### src/rtl/defr_pkg.sv
// Shared types, codes and the CRC-8 table function for the dual encoder frame receiver.
`default_nettype none

package defr_pkg;

   // Beat commands on the request channel
   localparam logic [1:0] CMD_START = 2'd0;
   localparam logic [1:0] CMD_BYTE  = 2'd1;
   localparam logic [1:0] CMD_TICK  = 2'd2;

   // Encoder request codes
   localparam logic [7:0] CODE_DUAL        = 8'h33;
   localparam logic [7:0] CODE_DUAL_STATUS = 8'h43;
   localparam logic [7:0] CODE_TEMP        = 8'h74;

   // Reply lengths in bytes, CRC byte included
   localparam logic [3:0] LEN_DUAL        = 4'd7;
   localparam logic [3:0] LEN_DUAL_STATUS = 4'd8;
   localparam logic [3:0] LEN_TEMP        = 4'd3;

   // Reply kinds
   localparam logic [1:0] RK_DUAL        = 2'd0;
   localparam logic [1:0] RK_DUAL_STATUS = 2'd1;
   localparam logic [1:0] RK_TEMP        = 2'd2;

   // Response beat kinds
   localparam logic KIND_TX      = 1'b0;
   localparam logic KIND_OUTCOME = 1'b1;

   // Transaction outcomes
   localparam logic [2:0] OUT_OK      = 3'd0;
   localparam logic [2:0] OUT_CRC     = 3'd1;
   localparam logic [2:0] OUT_TIMEOUT = 3'd2;
   localparam logic [2:0] OUT_BUSY    = 3'd3;
   localparam logic [2:0] OUT_UNKNOWN = 3'd4;

   // Register indexes
   localparam logic CSR_TIMEOUT_TICKS    = 1'b0;
   localparam logic CSR_REFUSE_WHEN_BUSY = 1'b1;

   localparam logic [15:0] TIMEOUT_RESET = 16'd10;
   localparam logic [7:0]  CRC_POLY      = 8'h97;

   // Decoded fields presented by the frame store
   typedef struct packed {
      logic [23:0]        inner_angle;
      logic [23:0]        outer_angle;
      logic [7:0]         encoder_status;
      logic signed [15:0] temperature;
   } frame_fields_type;

   // One response beat
   typedef struct packed {
      logic               kind;
      logic [7:0]         tx_byte;
      logic [2:0]         outcome;
      logic [23:0]        inner_angle;
      logic [23:0]        outer_angle;
      logic [7:0]         encoder_status;
      logic               status_valid;
      logic signed [15:0] temperature;
      logic [1:0]         reply_kind;
   } rsp_payload_type;

   // Table value of the MSB-first CRC-8, zero init
   function automatic logic [7:0] crc_table_entry(input logic [7:0] v);
      logic [7:0] c;
      c = v;
      for (int i = 0; i < 8; i++) begin
         if (c[7]) begin
            c = {c[6:0], 1'b0} ^ CRC_POLY;
         end else begin
            c = {c[6:0], 1'b0};
         end
      end
      return c;
   endfunction

endpackage

`default_nettype wire

### src/rtl/defr_req_if.sv
// Request channel: start, reply byte and tick beats.
`default_nettype none

interface defr_req_if;
   logic       valid;
   logic       ready;
   logic [1:0] cmd;
   logic [7:0] command_code;
   logic [7:0] rx_byte;

   modport source (output valid, output cmd, output command_code, output rx_byte,
                   input ready);
   modport sink   (input valid, input cmd, input command_code, input rx_byte,
                   output ready);
endinterface

`default_nettype wire

### src/rtl/defr_rsp_if.sv
// Response channel: command bytes to send and transaction outcomes.
`default_nettype none

interface defr_rsp_if;
   logic               valid;
   logic               ready;
   logic               kind;
   logic [7:0]         tx_byte;
   logic [2:0]         outcome;
   logic [23:0]        inner_angle;
   logic [23:0]        outer_angle;
   logic [7:0]         encoder_status;
   logic               status_valid;
   logic signed [15:0] temperature;
   logic [1:0]         reply_kind;

   modport source (output valid, output kind, output tx_byte, output outcome,
                   output inner_angle, output outer_angle, output encoder_status,
                   output status_valid, output temperature, output reply_kind,
                   input ready);
   modport sink   (input valid, input kind, input tx_byte, input outcome,
                   input inner_angle, input outer_angle, input encoder_status,
                   input status_valid, input temperature, input reply_kind,
                   output ready);
endinterface

`default_nettype wire

### src/rtl/defr_frame_store.sv
// Reply byte store with little-endian field unpacking.
`default_nettype none

module defr_frame_store
   import defr_pkg::*;
#(
   parameter int FRAME_BYTES = 8,
   localparam int IDX_W = $clog2(FRAME_BYTES)
) (
   input  wire logic             clock,
   input  wire logic             wr_en,
   input  wire logic [IDX_W-1:0] wr_addr,
   input  wire logic [7:0]       wr_data,
   output frame_fields_type      fields
);

   logic [7:0] store_ff [FRAME_BYTES];

   // Byte write, one per reply beat
   always_ff @(posedge clock) begin
      if (wr_en) begin
         store_ff[wr_addr] <= wr_data;
      end
   end

   // Fixed taps: angles in bytes 0..5, status in byte 6, temperature in 0..1
   assign fields.inner_angle    = {store_ff[2], store_ff[1], store_ff[0]};
   assign fields.outer_angle    = {store_ff[5], store_ff[4], store_ff[3]};
   assign fields.encoder_status = store_ff[6];
   assign fields.temperature    = signed'({store_ff[1], store_ff[0]});

endmodule

`default_nettype wire

### src/rtl/dual_encoder_frame_receiver.sv
// Top level of the dual encoder frame receiver.
`default_nettype none

// Takes one request beat per clock and produces at most one response beat for it, in the
// next cycle in a response register; a new beat is accepted whenever that register is
// empty or being taken, so the rate is one beat per cycle. A start with code 0x33, 0x43
// or 0x74 returns the code as a byte to send and arms the receiver for a 7, 8 or 3 byte
// reply; reply bytes fold into a CRC-8 (poly 0x97) through one table lookup per beat,
// and the last byte returns the outcome, with the decoded fields on a clean CRC. Ticks
// count to a timeout on tick timeout_ticks+1 after the start. Unknown codes are refused.
module dual_encoder_frame_receiver
   import defr_pkg::*;
#(
   parameter int FRAME_BYTES = 8
) (
   input  wire logic        clock,
   input  wire logic        reset,
   input  wire logic        csr_we,
   input  wire logic        csr_index,
   input  wire logic [15:0] csr_wdata,
   defr_req_if.sink         req_chan,
   defr_rsp_if.source       rsp_chan
);

   localparam int IDX_W = $clog2(FRAME_BYTES);

   // Configuration
   logic [15:0] timeout_ticks_ff;
   logic        refuse_when_busy_ff;

   // Transfer state
   logic        busy_ff, busy_in;
   logic [1:0]  reply_type_ff, reply_type_in;
   logic [3:0]  expected_length_ff, expected_length_in;
   logic [3:0]  byte_count_ff, byte_count_in;
   logic [7:0]  crc_ff, crc_in;
   logic [15:0] tick_count_ff, tick_count_in;

   // Response register
   logic            rsp_valid_ff;
   rsp_payload_type rsp_ff;

   logic             fire;
   logic             res_valid;
   rsp_payload_type  res;
   logic             store_we;
   frame_fields_type fields;
   logic             code_known;
   logic [1:0]       code_type;
   logic [3:0]       code_len;
   logic [7:0]       crc_next;
   logic [3:0]       count_next;

   assign req_chan.ready = !rsp_valid_ff || rsp_chan.ready;
   assign fire = req_chan.valid && req_chan.ready;

   defr_frame_store #(.FRAME_BYTES(FRAME_BYTES)) u_store (
      .clock   (clock),
      .wr_en   (fire && store_we),
      .wr_addr (byte_count_ff[IDX_W-1:0]),
      .wr_data (req_chan.rx_byte),
      .fields  (fields)
   );

   // Request code decode
   always_comb begin
      code_known = 1'b1;
      code_type  = RK_DUAL;
      code_len   = LEN_DUAL;
      unique case (req_chan.command_code)
         CODE_DUAL: begin
            code_type = RK_DUAL;
            code_len  = LEN_DUAL;
         end
         CODE_DUAL_STATUS: begin
            code_type = RK_DUAL_STATUS;
            code_len  = LEN_DUAL_STATUS;
         end
         CODE_TEMP: begin
            code_type = RK_TEMP;
            code_len  = LEN_TEMP;
         end
         default: code_known = 1'b0;
      endcase
   end

   // CRC fold: first byte loads directly
   assign crc_next   = (byte_count_ff == 4'd0) ? req_chan.rx_byte
                                               : (req_chan.rx_byte ^ crc_table_entry(crc_ff));
   assign count_next = byte_count_ff + 4'd1;

   // Beat handling and next state
   always_comb begin
      busy_in            = busy_ff;
      reply_type_in      = reply_type_ff;
      expected_length_in = expected_length_ff;
      byte_count_in      = byte_count_ff;
      crc_in             = crc_ff;
      tick_count_in      = tick_count_ff;
      store_we           = 1'b0;
      res_valid          = 1'b0;
      res                = '0;
      case (req_chan.cmd)
         CMD_START: begin
            res_valid = 1'b1;
            if (!code_known) begin
               res.kind    = KIND_OUTCOME;
               res.outcome = OUT_UNKNOWN;
            end else if (busy_ff && refuse_when_busy_ff) begin
               res.kind    = KIND_OUTCOME;
               res.outcome = OUT_BUSY;
            end else begin
               busy_in            = 1'b1;
               reply_type_in      = code_type;
               expected_length_in = code_len;
               byte_count_in      = 4'd0;
               crc_in             = 8'd0;
               tick_count_in      = 16'd0;
               res.kind           = KIND_TX;
               res.tx_byte        = req_chan.command_code;
            end
         end
         CMD_BYTE: begin
            if (busy_ff) begin
               store_we      = ({1'b0, byte_count_ff} < 5'(FRAME_BYTES));
               crc_in        = crc_next;
               byte_count_in = count_next;
               if (count_next >= expected_length_ff) begin
                  // Last byte: a clean frame leaves the register at zero
                  busy_in        = 1'b0;
                  res_valid      = 1'b1;
                  res.kind       = KIND_OUTCOME;
                  res.reply_kind = reply_type_ff;
                  if (crc_next != 8'd0) begin
                     res.outcome = OUT_CRC;
                  end else begin
                     res.outcome = OUT_OK;
                     if (reply_type_ff == RK_TEMP) begin
                        res.temperature = fields.temperature;
                     end else begin
                        res.inner_angle = fields.inner_angle;
                        res.outer_angle = fields.outer_angle;
                        if (reply_type_ff == RK_DUAL_STATUS) begin
                           res.encoder_status = fields.encoder_status;
                           res.status_valid   = 1'b1;
                        end
                     end
                  end
               end
            end
         end
         CMD_TICK: begin
            if (busy_ff && timeout_ticks_ff != 16'd0) begin
               if (tick_count_ff >= timeout_ticks_ff) begin
                  busy_in        = 1'b0;
                  res_valid      = 1'b1;
                  res.kind       = KIND_OUTCOME;
                  res.outcome    = OUT_TIMEOUT;
                  res.reply_kind = reply_type_ff;
               end else begin
                  tick_count_in = tick_count_ff + 16'd1;
               end
            end
         end
         default: ;
      endcase
   end

   // Configuration registers
   always_ff @(posedge clock) begin
      if (reset) begin
         timeout_ticks_ff    <= TIMEOUT_RESET;
         refuse_when_busy_ff <= 1'b0;
      end else if (csr_we) begin
         unique case (csr_index)
            CSR_TIMEOUT_TICKS:    timeout_ticks_ff    <= csr_wdata;
            CSR_REFUSE_WHEN_BUSY: refuse_when_busy_ff <= csr_wdata[0];
            default: ;
         endcase
      end
   end

   // Transfer state, updated on accepted beats
   always_ff @(posedge clock) begin
      if (reset) begin
         busy_ff            <= 1'b0;
         reply_type_ff      <= 2'd0;
         expected_length_ff <= 4'd0;
         byte_count_ff      <= 4'd0;
         crc_ff             <= 8'd0;
         tick_count_ff      <= 16'd0;
      end else if (fire) begin
         busy_ff            <= busy_in;
         reply_type_ff      <= reply_type_in;
         expected_length_ff <= expected_length_in;
         byte_count_ff      <= byte_count_in;
         crc_ff             <= crc_in;
         tick_count_ff      <= tick_count_in;
      end
   end

   // Response register
   always_ff @(posedge clock) begin
      if (reset) begin
         rsp_valid_ff <= 1'b0;
      end else if (req_chan.ready) begin
         rsp_valid_ff <= fire && res_valid;
      end
   end

   always_ff @(posedge clock) begin
      if (req_chan.ready) begin
         rsp_ff <= res;
      end
   end

   assign rsp_chan.valid          = rsp_valid_ff;
   assign rsp_chan.kind           = rsp_ff.kind;
   assign rsp_chan.tx_byte        = rsp_ff.tx_byte;
   assign rsp_chan.outcome        = rsp_ff.outcome;
   assign rsp_chan.inner_angle    = rsp_ff.inner_angle;
   assign rsp_chan.outer_angle    = rsp_ff.outer_angle;
   assign rsp_chan.encoder_status = rsp_ff.encoder_status;
   assign rsp_chan.status_valid   = rsp_ff.status_valid;
   assign rsp_chan.temperature    = rsp_ff.temperature;
   assign rsp_chan.reply_kind     = rsp_ff.reply_kind;

   // A finishing outcome leaves the receiver idle
   a_finish_idles: assert property (@(posedge clock) disable iff (reset)
      (fire && res_valid && res.kind == KIND_OUTCOME &&
       (res.outcome == OUT_OK || res.outcome == OUT_CRC || res.outcome == OUT_TIMEOUT))
      |=> !busy_ff)
      else $error("receiver still busy after a finishing outcome");

   // An emitted command byte arms a fresh transfer
   a_start_arms: assert property (@(posedge clock) disable iff (reset)
      (fire && res_valid && res.kind == KIND_TX)
      |=> (busy_ff && byte_count_ff == 4'd0 && crc_ff == 8'd0))
      else $error("command byte sent without arming the receiver");

   // The byte count stays below the reply length during a transfer
   a_count_bound: assert property (@(posedge clock) disable iff (reset)
      busy_ff |-> (byte_count_ff < expected_length_ff))
      else $error("byte count reached reply length while busy");

   // Status is flagged only on a clean status reply
   a_status_ok: assert property (@(posedge clock) disable iff (reset)
      (rsp_valid_ff && rsp_ff.status_valid)
      |-> (rsp_ff.outcome == OUT_OK && rsp_ff.reply_kind == RK_DUAL_STATUS))
      else $error("status flagged outside a clean status reply");

endmodule

`default_nettype wire

### src/flat_wrapper.sv
// flat-port wrapper written by rule: the top's interface ports become plain ports
module dual_encoder_frame_receiver_flat import defr_pkg::*;
#(
   parameter int FRAME_BYTES = 8
)
  (clock, reset, csr_we, csr_index, csr_wdata, req_chan_valid, req_chan_cmd, req_chan_command_code, req_chan_rx_byte, req_chan_ready, rsp_chan_valid, rsp_chan_kind, rsp_chan_tx_byte, rsp_chan_outcome, rsp_chan_inner_angle, rsp_chan_outer_angle, rsp_chan_encoder_status, rsp_chan_status_valid, rsp_chan_temperature, rsp_chan_reply_kind, rsp_chan_ready);
  defr_req_if req_chan_i ();
  defr_rsp_if rsp_chan_i ();
  input  wire logic clock;
  input  wire logic reset;
  input  wire logic csr_we;
  input  wire logic csr_index;
  input  wire logic [15:0] csr_wdata;
  input wire logic [$bits(req_chan_i.valid)-1:0] req_chan_valid;
  input wire logic [$bits(req_chan_i.cmd)-1:0] req_chan_cmd;
  input wire logic [$bits(req_chan_i.command_code)-1:0] req_chan_command_code;
  input wire logic [$bits(req_chan_i.rx_byte)-1:0] req_chan_rx_byte;
  output wire logic [$bits(req_chan_i.ready)-1:0] req_chan_ready;
  output wire logic [$bits(rsp_chan_i.valid)-1:0] rsp_chan_valid;
  output wire logic [$bits(rsp_chan_i.kind)-1:0] rsp_chan_kind;
  output wire logic [$bits(rsp_chan_i.tx_byte)-1:0] rsp_chan_tx_byte;
  output wire logic [$bits(rsp_chan_i.outcome)-1:0] rsp_chan_outcome;
  output wire logic [$bits(rsp_chan_i.inner_angle)-1:0] rsp_chan_inner_angle;
  output wire logic [$bits(rsp_chan_i.outer_angle)-1:0] rsp_chan_outer_angle;
  output wire logic [$bits(rsp_chan_i.encoder_status)-1:0] rsp_chan_encoder_status;
  output wire logic [$bits(rsp_chan_i.status_valid)-1:0] rsp_chan_status_valid;
  output wire logic [$bits(rsp_chan_i.temperature)-1:0] rsp_chan_temperature;
  output wire logic [$bits(rsp_chan_i.reply_kind)-1:0] rsp_chan_reply_kind;
  input wire logic [$bits(rsp_chan_i.ready)-1:0] rsp_chan_ready;
  assign req_chan_i.valid = req_chan_valid;
  assign req_chan_i.cmd = req_chan_cmd;
  assign req_chan_i.command_code = req_chan_command_code;
  assign req_chan_i.rx_byte = req_chan_rx_byte;
  assign req_chan_ready = req_chan_i.ready;
  assign rsp_chan_valid = rsp_chan_i.valid;
  assign rsp_chan_kind = rsp_chan_i.kind;
  assign rsp_chan_tx_byte = rsp_chan_i.tx_byte;
  assign rsp_chan_outcome = rsp_chan_i.outcome;
  assign rsp_chan_inner_angle = rsp_chan_i.inner_angle;
  assign rsp_chan_outer_angle = rsp_chan_i.outer_angle;
  assign rsp_chan_encoder_status = rsp_chan_i.encoder_status;
  assign rsp_chan_status_valid = rsp_chan_i.status_valid;
  assign rsp_chan_temperature = rsp_chan_i.temperature;
  assign rsp_chan_reply_kind = rsp_chan_i.reply_kind;
  assign rsp_chan_i.ready = rsp_chan_ready;
  dual_encoder_frame_receiver #(.FRAME_BYTES(FRAME_BYTES)) u_core (.clock(clock), .reset(reset), .csr_we(csr_we), .csr_index(csr_index), .csr_wdata(csr_wdata), .req_chan(req_chan_i), .rsp_chan(rsp_chan_i));
endmodule
### config.mk
export PLATFORM = sky130hd
export DESIGN_NAME = dual_encoder_frame_receiver_flat
export DESIGN_NICKNAME = d
export VERILOG_FILES = /design/src/rtl/defr_pkg.sv /design/src/rtl/defr_req_if.sv /design/src/rtl/defr_rsp_if.sv /design/src/rtl/defr_frame_store.sv /design/src/rtl/dual_encoder_frame_receiver.sv /design/src/flat_wrapper.sv
export SDC_FILE = /design/constraint.sdc
export NUM_CORES = 1
export LEC_CHECK = 0
export ABC_CLOCK_PERIOD_IN_PS = 4200
export BUFFER_PORTS_ARGS = -buffer_cell sky130_fd_sc_hd__buf_2
export CORE_UTILIZATION = 45
export DETAILED_ROUTE_END_ITERATION = 12
export PLACE_DENSITY = 0.68
export SKIP_LAST_GASP = 1
export SLEW_MARGIN = 20
export SYNTH_ARGS = -nofsm -noshare
export SYNTH_HDL_FRONTEND = slang
export SYNTH_SLANG_ARGS = --single-unit
### constraint.sdc
create_clock -name clock -period 4.2 [get_ports clock]
set_input_delay 0.21 -clock clock [delete_from_list [all_inputs] [get_ports clock]]
set_output_delay 0.21 -clock clock [all_outputs]
set_load 0.01 [all_outputs]
After elaboration in Yosys (flattened, before gate mapping)
Memory sizes are Yosys's and may differ from the RTL's.
Cells that the tools add are included.
{"block": "classes", "add_sub_neg": 2, "n_reduce_logical": 25, "eq_ne": 13, "n_div": 0, "mul": 0, "bitwise": 18, "n_shift": 0, "n_lt_le_gt_ge": 3, "mux": 59}
{"cell": "$mux 8", "count": 12}
{"cell": "$mux 16", "count": 5}
{"cell": "$mux 78", "count": 1}
{"cell": "$mux 76", "count": 1}
{"cell": "$mux 73", "count": 1}
{"cell": "$mux 57", "count": 1}
{"cell": "$not 5->5", "count": 8}
{"cell": "$pmux 16 s2", "count": 1}
{"cell": "$mux 1", "count": 18}
{"cell": "$add 16x1->16 const B", "count": 1}
{"cell": "$eq 8x7->1 const B", "count": 2}
{"cell": "$ge 16x16->1", "count": 1}
{"cell": "$pmux 4 s2", "count": 2}
{"cell": "$pmux 8 s2", "count": 1}
{"cell": "$reduce_bool 16->1", "count": 1}
{"cell": "$mux 4", "count": 3}
{"cell": "$reduce_and 6->1", "count": 2}
{"cell": "$reduce_or 5->1", "count": 2}
{"cell": "$mux 9", "count": 1}
{"cell": "$not 1->1", "count": 9}
{"cell": "$pmux 1 s3", "count": 3}
{"cell": "$pmux 3 s3", "count": 1}
{"cell": "$eq 8x6->1 const B", "count": 1}
{"cell": "$mux 2", "count": 4}
{"cell": "other kinds (23)", "count": 38}
{"block": "totals", "ramBits": 64, "wordCells": 139, "out_inout_bits": 89, "latchBits": 0, "romBits": 0, "memories": 1, "ff_bits": 140}
{"name": "u_core.u_store.store_ff", "words": 8, "width": 8, "rd": 7, "rd_ports_with_merged_regs": 0, "wr": 1, "line_no": "defr_frame_store.sv:17", "rtl": "logic [7:0] store_ff [FRAME_BYTES];"}

Logic depth before layout (Yosys ltp)
{"block": "depth", "word_depth": 23, "ltp_mapped": 12}

Hierarchy
A second synthesis with hierarchy kept.
{"block": "unflattened", "cells_unflattened": 697, "area_unflattened_um2": 8619.5}
{"module": "dual_encoder_frame_receiver", "instances": 1, "cells_per_inst": 618, "area_each_um2": 6731.5}
{"module": "defr_frame_store", "instances": 1, "cells_per_inst": 79, "area_each_um2": 1888.1}

Worst setup path after synthesis
OpenSTA, ideal clock, no wires.
{"block": "synth_path", "path_kind": "input -> register", "start": "in rsp_chan_ready", "end": "mem u_core.u_store.store_ff[0][0] (enable)", "arrival_time_ns": 4.264, "stages": 4, "required_ns": 3.817, "slack_ns": -0.447, "path_cell_list": "nand2b_1 nand2_1 or4_1 nor3_1"}
{"block": "synth_between", "elab_chain_len": 5}
{"item": "start, declared", "line_no": "flat_wrapper.sv:29", "rtl": "input wire logic [$bits(rsp_chan_i.ready)-1:0] rsp_chan_ready;"}
{"item": "$logic_or 1x1->1", "line_no": "dual_encoder_frame_receiver.sv:54", "rtl": "assign req_chan.ready = !rsp_valid_ff || rsp_chan.ready;"}
{"item": "$logic_and 1x1->1", "line_no": "dual_encoder_frame_receiver.sv:55", "rtl": "assign fire = req_chan.valid && req_chan.ready;"}
{"item": "$logic_and 1x1->1", "line_no": "dual_encoder_frame_receiver.sv:59", "rtl": ".wr_en (fire && store_we),"}
{"item": "$mux 1", "line_no": "defr_frame_store.sv:21", "rtl": "if (wr_en) begin"}
{"item": "$mux 1 (not written as such)", "line_no": "defr_frame_store.sv:22", "rtl": "store_ff[wr_addr] <= wr_data;"}
{"item": "end, declared", "line_no": "defr_frame_store.sv:17"}
No other way between the ends.

Worst setup path in the final report
{"block": "layout_path", "start": "reg u_core.crc_ff[3]", "end": "reg u_core.rsp_ff (netlist bit u_core.rsp_chan.inner_angle[20]), data pin"}
{"block": "layout_between", "elab_chain_len": 16, "word_cells_on_any_way": 17, "classes_between": "9 x mux; 6 x bitwise; 2 x reduce/logical"}
{"item": "start, declared", "line_no": "dual_encoder_frame_receiver.sv:36", "rtl": "logic [7:0] crc_ff, crc_in;"}
{"item": "start signal, assigned", "line_no": "dual_encoder_frame_receiver.sv:197", "rtl": "crc_ff <= crc_in;"}
{"item": "$not 5->5 (no source line)"}
{"item": "$mux 8 * (3 in a row)", "line_no": "defr_pkg.sv:70", "rtl": "if (c[7]) begin"}
{"item": "$not 5->5 (no source line)"}
{"item": "$mux 8 * (3 in a row)", "line_no": "defr_pkg.sv:70"}
{"item": "$not 5->5 (no source line) / $mux 8 (equally long branches)"}
{"item": "$mux 8 *", "line_no": "defr_pkg.sv:70"}
{"item": "$not 5->5 (no source line) / $mux 8 (equally long branches)"}
{"item": "$mux 8 *", "line_no": "defr_pkg.sv:70"}
{"item": "$xor 8x8->8 *", "line_no": "dual_encoder_frame_receiver.sv:89", "rtl": ": (req_chan.rx_byte ^ crc_table_entry(crc_ff));"}
{"item": "$mux 8 *", "line_no": "dual_encoder_frame_receiver.sv:88", "rtl": "assign crc_next = (byte_count_ff == 4'd0) ? req_chan.rx_byte"}
{"item": "$reduce_bool 8->1 *", "line_no": "dual_encoder_frame_receiver.sv:134", "rtl": "if (crc_next != 8'd0) begin"}
{"item": "$reduce_or 5->1 (no source line) *"}
{"item": "end signal, assigned", "line_no": "dual_encoder_frame_receiver.sv:213", "rtl": "rsp_ff <= res;"}
{"item": "end, declared", "line_no": "dual_encoder_frame_receiver.sv:41", "rtl": "rsp_payload_type rsp_ff;"}
Every way passes the cells marked *; elsewhere a longest branch is shown, timed or not.
A chain may end at the register's enable or synchronous reset.

==> out/qor.yml <==
power_and_ir_drop:
  power.total_mw: 3.85
  pwr-share-clk: 0.411
  netSwitchingFraction: 0.226
  power_frac_seq: 0.542
  leakage_nw: 4.14
  power_switching_mw: 0.870
  internal_power_mw: 2.97
  p_per_area_mw_per_mm2: 384
  pwr-share-comb: 0.047
  peakVddDrop_mv: 0.262
worst_setup_path:
  rr_endpoint: "u_core.rsp_chan.inner_angle[20]"
  worst_r2r_startpoint: "u_core.crc_ff[3]"
  cp_slowest_cell: "dfxtp_1"
  crit_top_cell: "xnor3_1"
  critPathCaptureType: "flip-flop"
  path_class: "reg2reg"
  crit_required_ns: 4.49
  cp_num_buf_inv: 1
  cp_max_fo: 48
  arrival_ns: 3.38
  critPathMaxStageDelay_ns: 0.64
  crit_path_cell_trace: "xnor3_1 -> xnor3_1 -> nor2_1 -> xnor2_1 -> o2111ai_1 -> nor4b_4 -> buf_4 -> and2_1"
  worstRegToRegCells: 8
  startpoint_type: "flip-flop"
  cpLargestDelayFamily: "XOR/XNOR gates"
  worst-r2r-setup-slack_ns: 1.10
logic_synthesis:
  yosys-top-cells-area: "edfxtp_1 (50%), dfxtp_1 (12%), and2_1 (6.0%)"
  ys_top_cells_by_count: "edfxtp_1 (143), and2_1 (82), dfxtp_1 (51)"
  yosysSeqAreaShare: 0.624
  synth_top_area_cell: "edfxtp_1"
  synth_cell_types: 64
  synth_top_area_share: 0.504
  synthCells: 682
  synth_area_mm2: 0.00852
  synthArstFlopShare: 0
  avgSynthCellArea_um2: 12.5
  synthFlopType: "edfxtp_1"
  yosys_warnings: 0
  yosysMostFrequentCell: "edfxtp_1"
  synth-edff-count: 143
  synth_seq_cells: 194
layout:
  area_growth_pct: 17.5
  fin_nets: 878
  seqCellArea_mm2: 0.00532
  antennaDiodeCount: 0
  multi_input_area_mm2: 0.00298
  fin_util: 0.548
  final_area_mm2: 0.0100
  fillers: 1531
  drive_above_1_share: 0.222
clock_network:
  cts.path.max_buffers: 2
  cts_tree: "built"
  clk-insertion-delay-late_ns: 0.43
  clk_pin_slew_ns: 0.07
  cts_max_level: 4
  cts_buffers: 17
  cts.sinks: 194
  ctsResizeCount: 0
  clockRootBuffer: "clkbuf_16"
  ctsHoldBuffers: 4
  cts_setup_buffers: 0
routing:
  finalWirelength_mm: 18.1
  route.detailed.drc: 0
  firstDrtPassIters: 4
  vias: 5680
  drt-initial-drc-count: 378
  via_per_inst: 5.40
  drtAntennaViolNets: 0
  post_drt_wl_per_cell_um: 17.2
flow_run:
  drv_cap: 0
hold_path:
  hold_end: "u_core.timeout_ticks_ff[4]"
  hp-start: "csr_wdata[4]"
  holdCritPathClass: "in2reg"
  worstHoldPathCells: 3
placed_design:
  place_area_mm2: 0.00935
  place.gp.congestion: 0.815
  hpwl_mm: 12.4
  io_buffer_count: 128
floorplan:
  die-area_mm2: 0.0195
  die_h_um: 140
  coreArea_mm2: 0.0183
  io_pins: 129
  start_util: 0.466
  fp.dieW_um: 140
  fp-row-count: 49
global_route:
  grt_pass1_vias: 5662
  grt_overflow: 0
  grt_max_degree: 85
  track_usage: 0.192
  antenna_found_initial: 0
  grt_first_pass_wirelength_mm: 29.0
sta:
  max_freq_mhz: 323
  period_needed_ns: 3.10
  setup_tns_ns: 0
  worst_pin_slew_ns: 0.865
  finalSetupViolations: 0
  rsz0062_at_grt: "false"
  clock-skew-final_ns: 0.0107
  fin_crit_sh: 0.737
  hold_viol_final: 0
  slew_viol_final: 0
  timing.slew.headroom: 0.421
run_status:
  outcome: "completed"
[routing by layer]
layer / vias up / track usage / routed length, um
li1: 2735 / - / -
met1: 2791 / 0.240 / 8070
met2: 137 / 0.330 / 8990
met3: 17 / 0.0465 / 805
met4: 0 / 0.0590 / 217
met5: - / 0 / 0
[state kept, by name, indices dropped and copies added (netlist names), 2 cells and up]
name / count
u_core.rsp_chan.encoder_status: 8
u_core.rsp_chan.inner_angle: 24
u_core.tick_count_ff: 16
u_core.rsp_chan.outer_angle: 24
u_core.rsp_chan.outcome: 3
u_core.reply_type_ff: 2
u_core.byte_count_ff: 4
u_core.u_store.store_ff: 56
u_core.expected_length_ff: 2
u_core.rsp_chan.temperature: 16
u_core.rsp_chan.tx_byte: 8
u_core.timeout_ticks_ff: 16
u_core.rsp_chan.reply_kind: 2
u_core.crc_ff: 8
[cells in the final DEF (no fill, tap or decap), types with 15 or more instances in the layout]
master,netlist,routed
edfxtp_1,143,143
buf_2,4,128
and2_1,82,82
dfxtp_1,51,51
nand2_1,50,50
a21oi_1,47,47
nor2_1,30,30
inv_1,30,30
ha_1,27,27
or4_1,20,20
clkbuf_16,0,17
o31ai_1,16,15
[tightest hold or removal path, stage by stage]
cell     delay, ns
buf_2         0.10
nand2_1       0.04
a21oi_1       0.05
[cell type report]
type / count / share of cell area
clock buffer: 18 / 0.0429
clock inverter: 13 / 0.0146
inverter: 30 / 0.0113
multi-input combinational: 431 / 0.298
sequential: 194 / 0.531
tap: 229 / 0.0286
timing repair buffer: 137 / 0.0738
[power groups by stage]
stage	clock (mW)	sequential, mW	combinational [mW]
2_1_floorplan	0	2.13	0.0852
4_1_cts	1.60	2.09	0.178
6_report	1.58	2.08	0.180
5_1_grt	1.68	2.09	0.197
3_3_place_gp	0	2.13	0.167
3_5_place_dp	0	2.13	0.174
[through the flow]
step | worst slack [ns] | cells | hold WS (ns)
floorplan | 0.781 | 683 | 0.309
global placement | 1.30 | 1016 | 0.416
detailed placement | 1.14 | 1016 | 0.423
CTS | 1.09 | 1051 | 0.00221
global route | 0.916 | 1052 | 0.0112
finish | 1.10 | 1052 | 0.0148
[how the worst max path moves through the flow]
stage | startpoint | to | slack [ns] | cells past startpoint
after floorplan | u_core.rsp_chan.valid | u_core.u_store.store_ff[0][0] | 0.78 | 4
after global placement | u_core.byte_count_ff[1] | u_core.rsp_chan.temperature[13] | 1.30 | 9
after detailed placement | u_core.crc_ff[3] | u_core.rsp_chan.outer_angle[13] | 1.14 | 8
after CTS | u_core.crc_ff[3] | u_core.rsp_chan.inner_angle[20] | 1.09 | 8
after global routing | u_core.byte_count_ff[1] | u_core.rsp_chan.inner_angle[20] | 0.92 | 10
final | u_core.crc_ff[3] | u_core.rsp_chan.inner_angle[20] | 1.10 | 8
[cell families after synthesis]
logic type               count (synthesis)  share of synthesized area
multiplexers                             7                    0.00837
AO/OA/AOI/OAI                          116                     0.0918
XOR/XNOR                                28                     0.0364
flip-flops                             194                      0.624
buffers and inverters                   58                     0.0306
other                                    1                   0.000440
adder cells (fa/ha/maj)                 27                     0.0397
AND/OR/NAND/NOR                        251                      0.169
(Power assumes the default switching activity.)
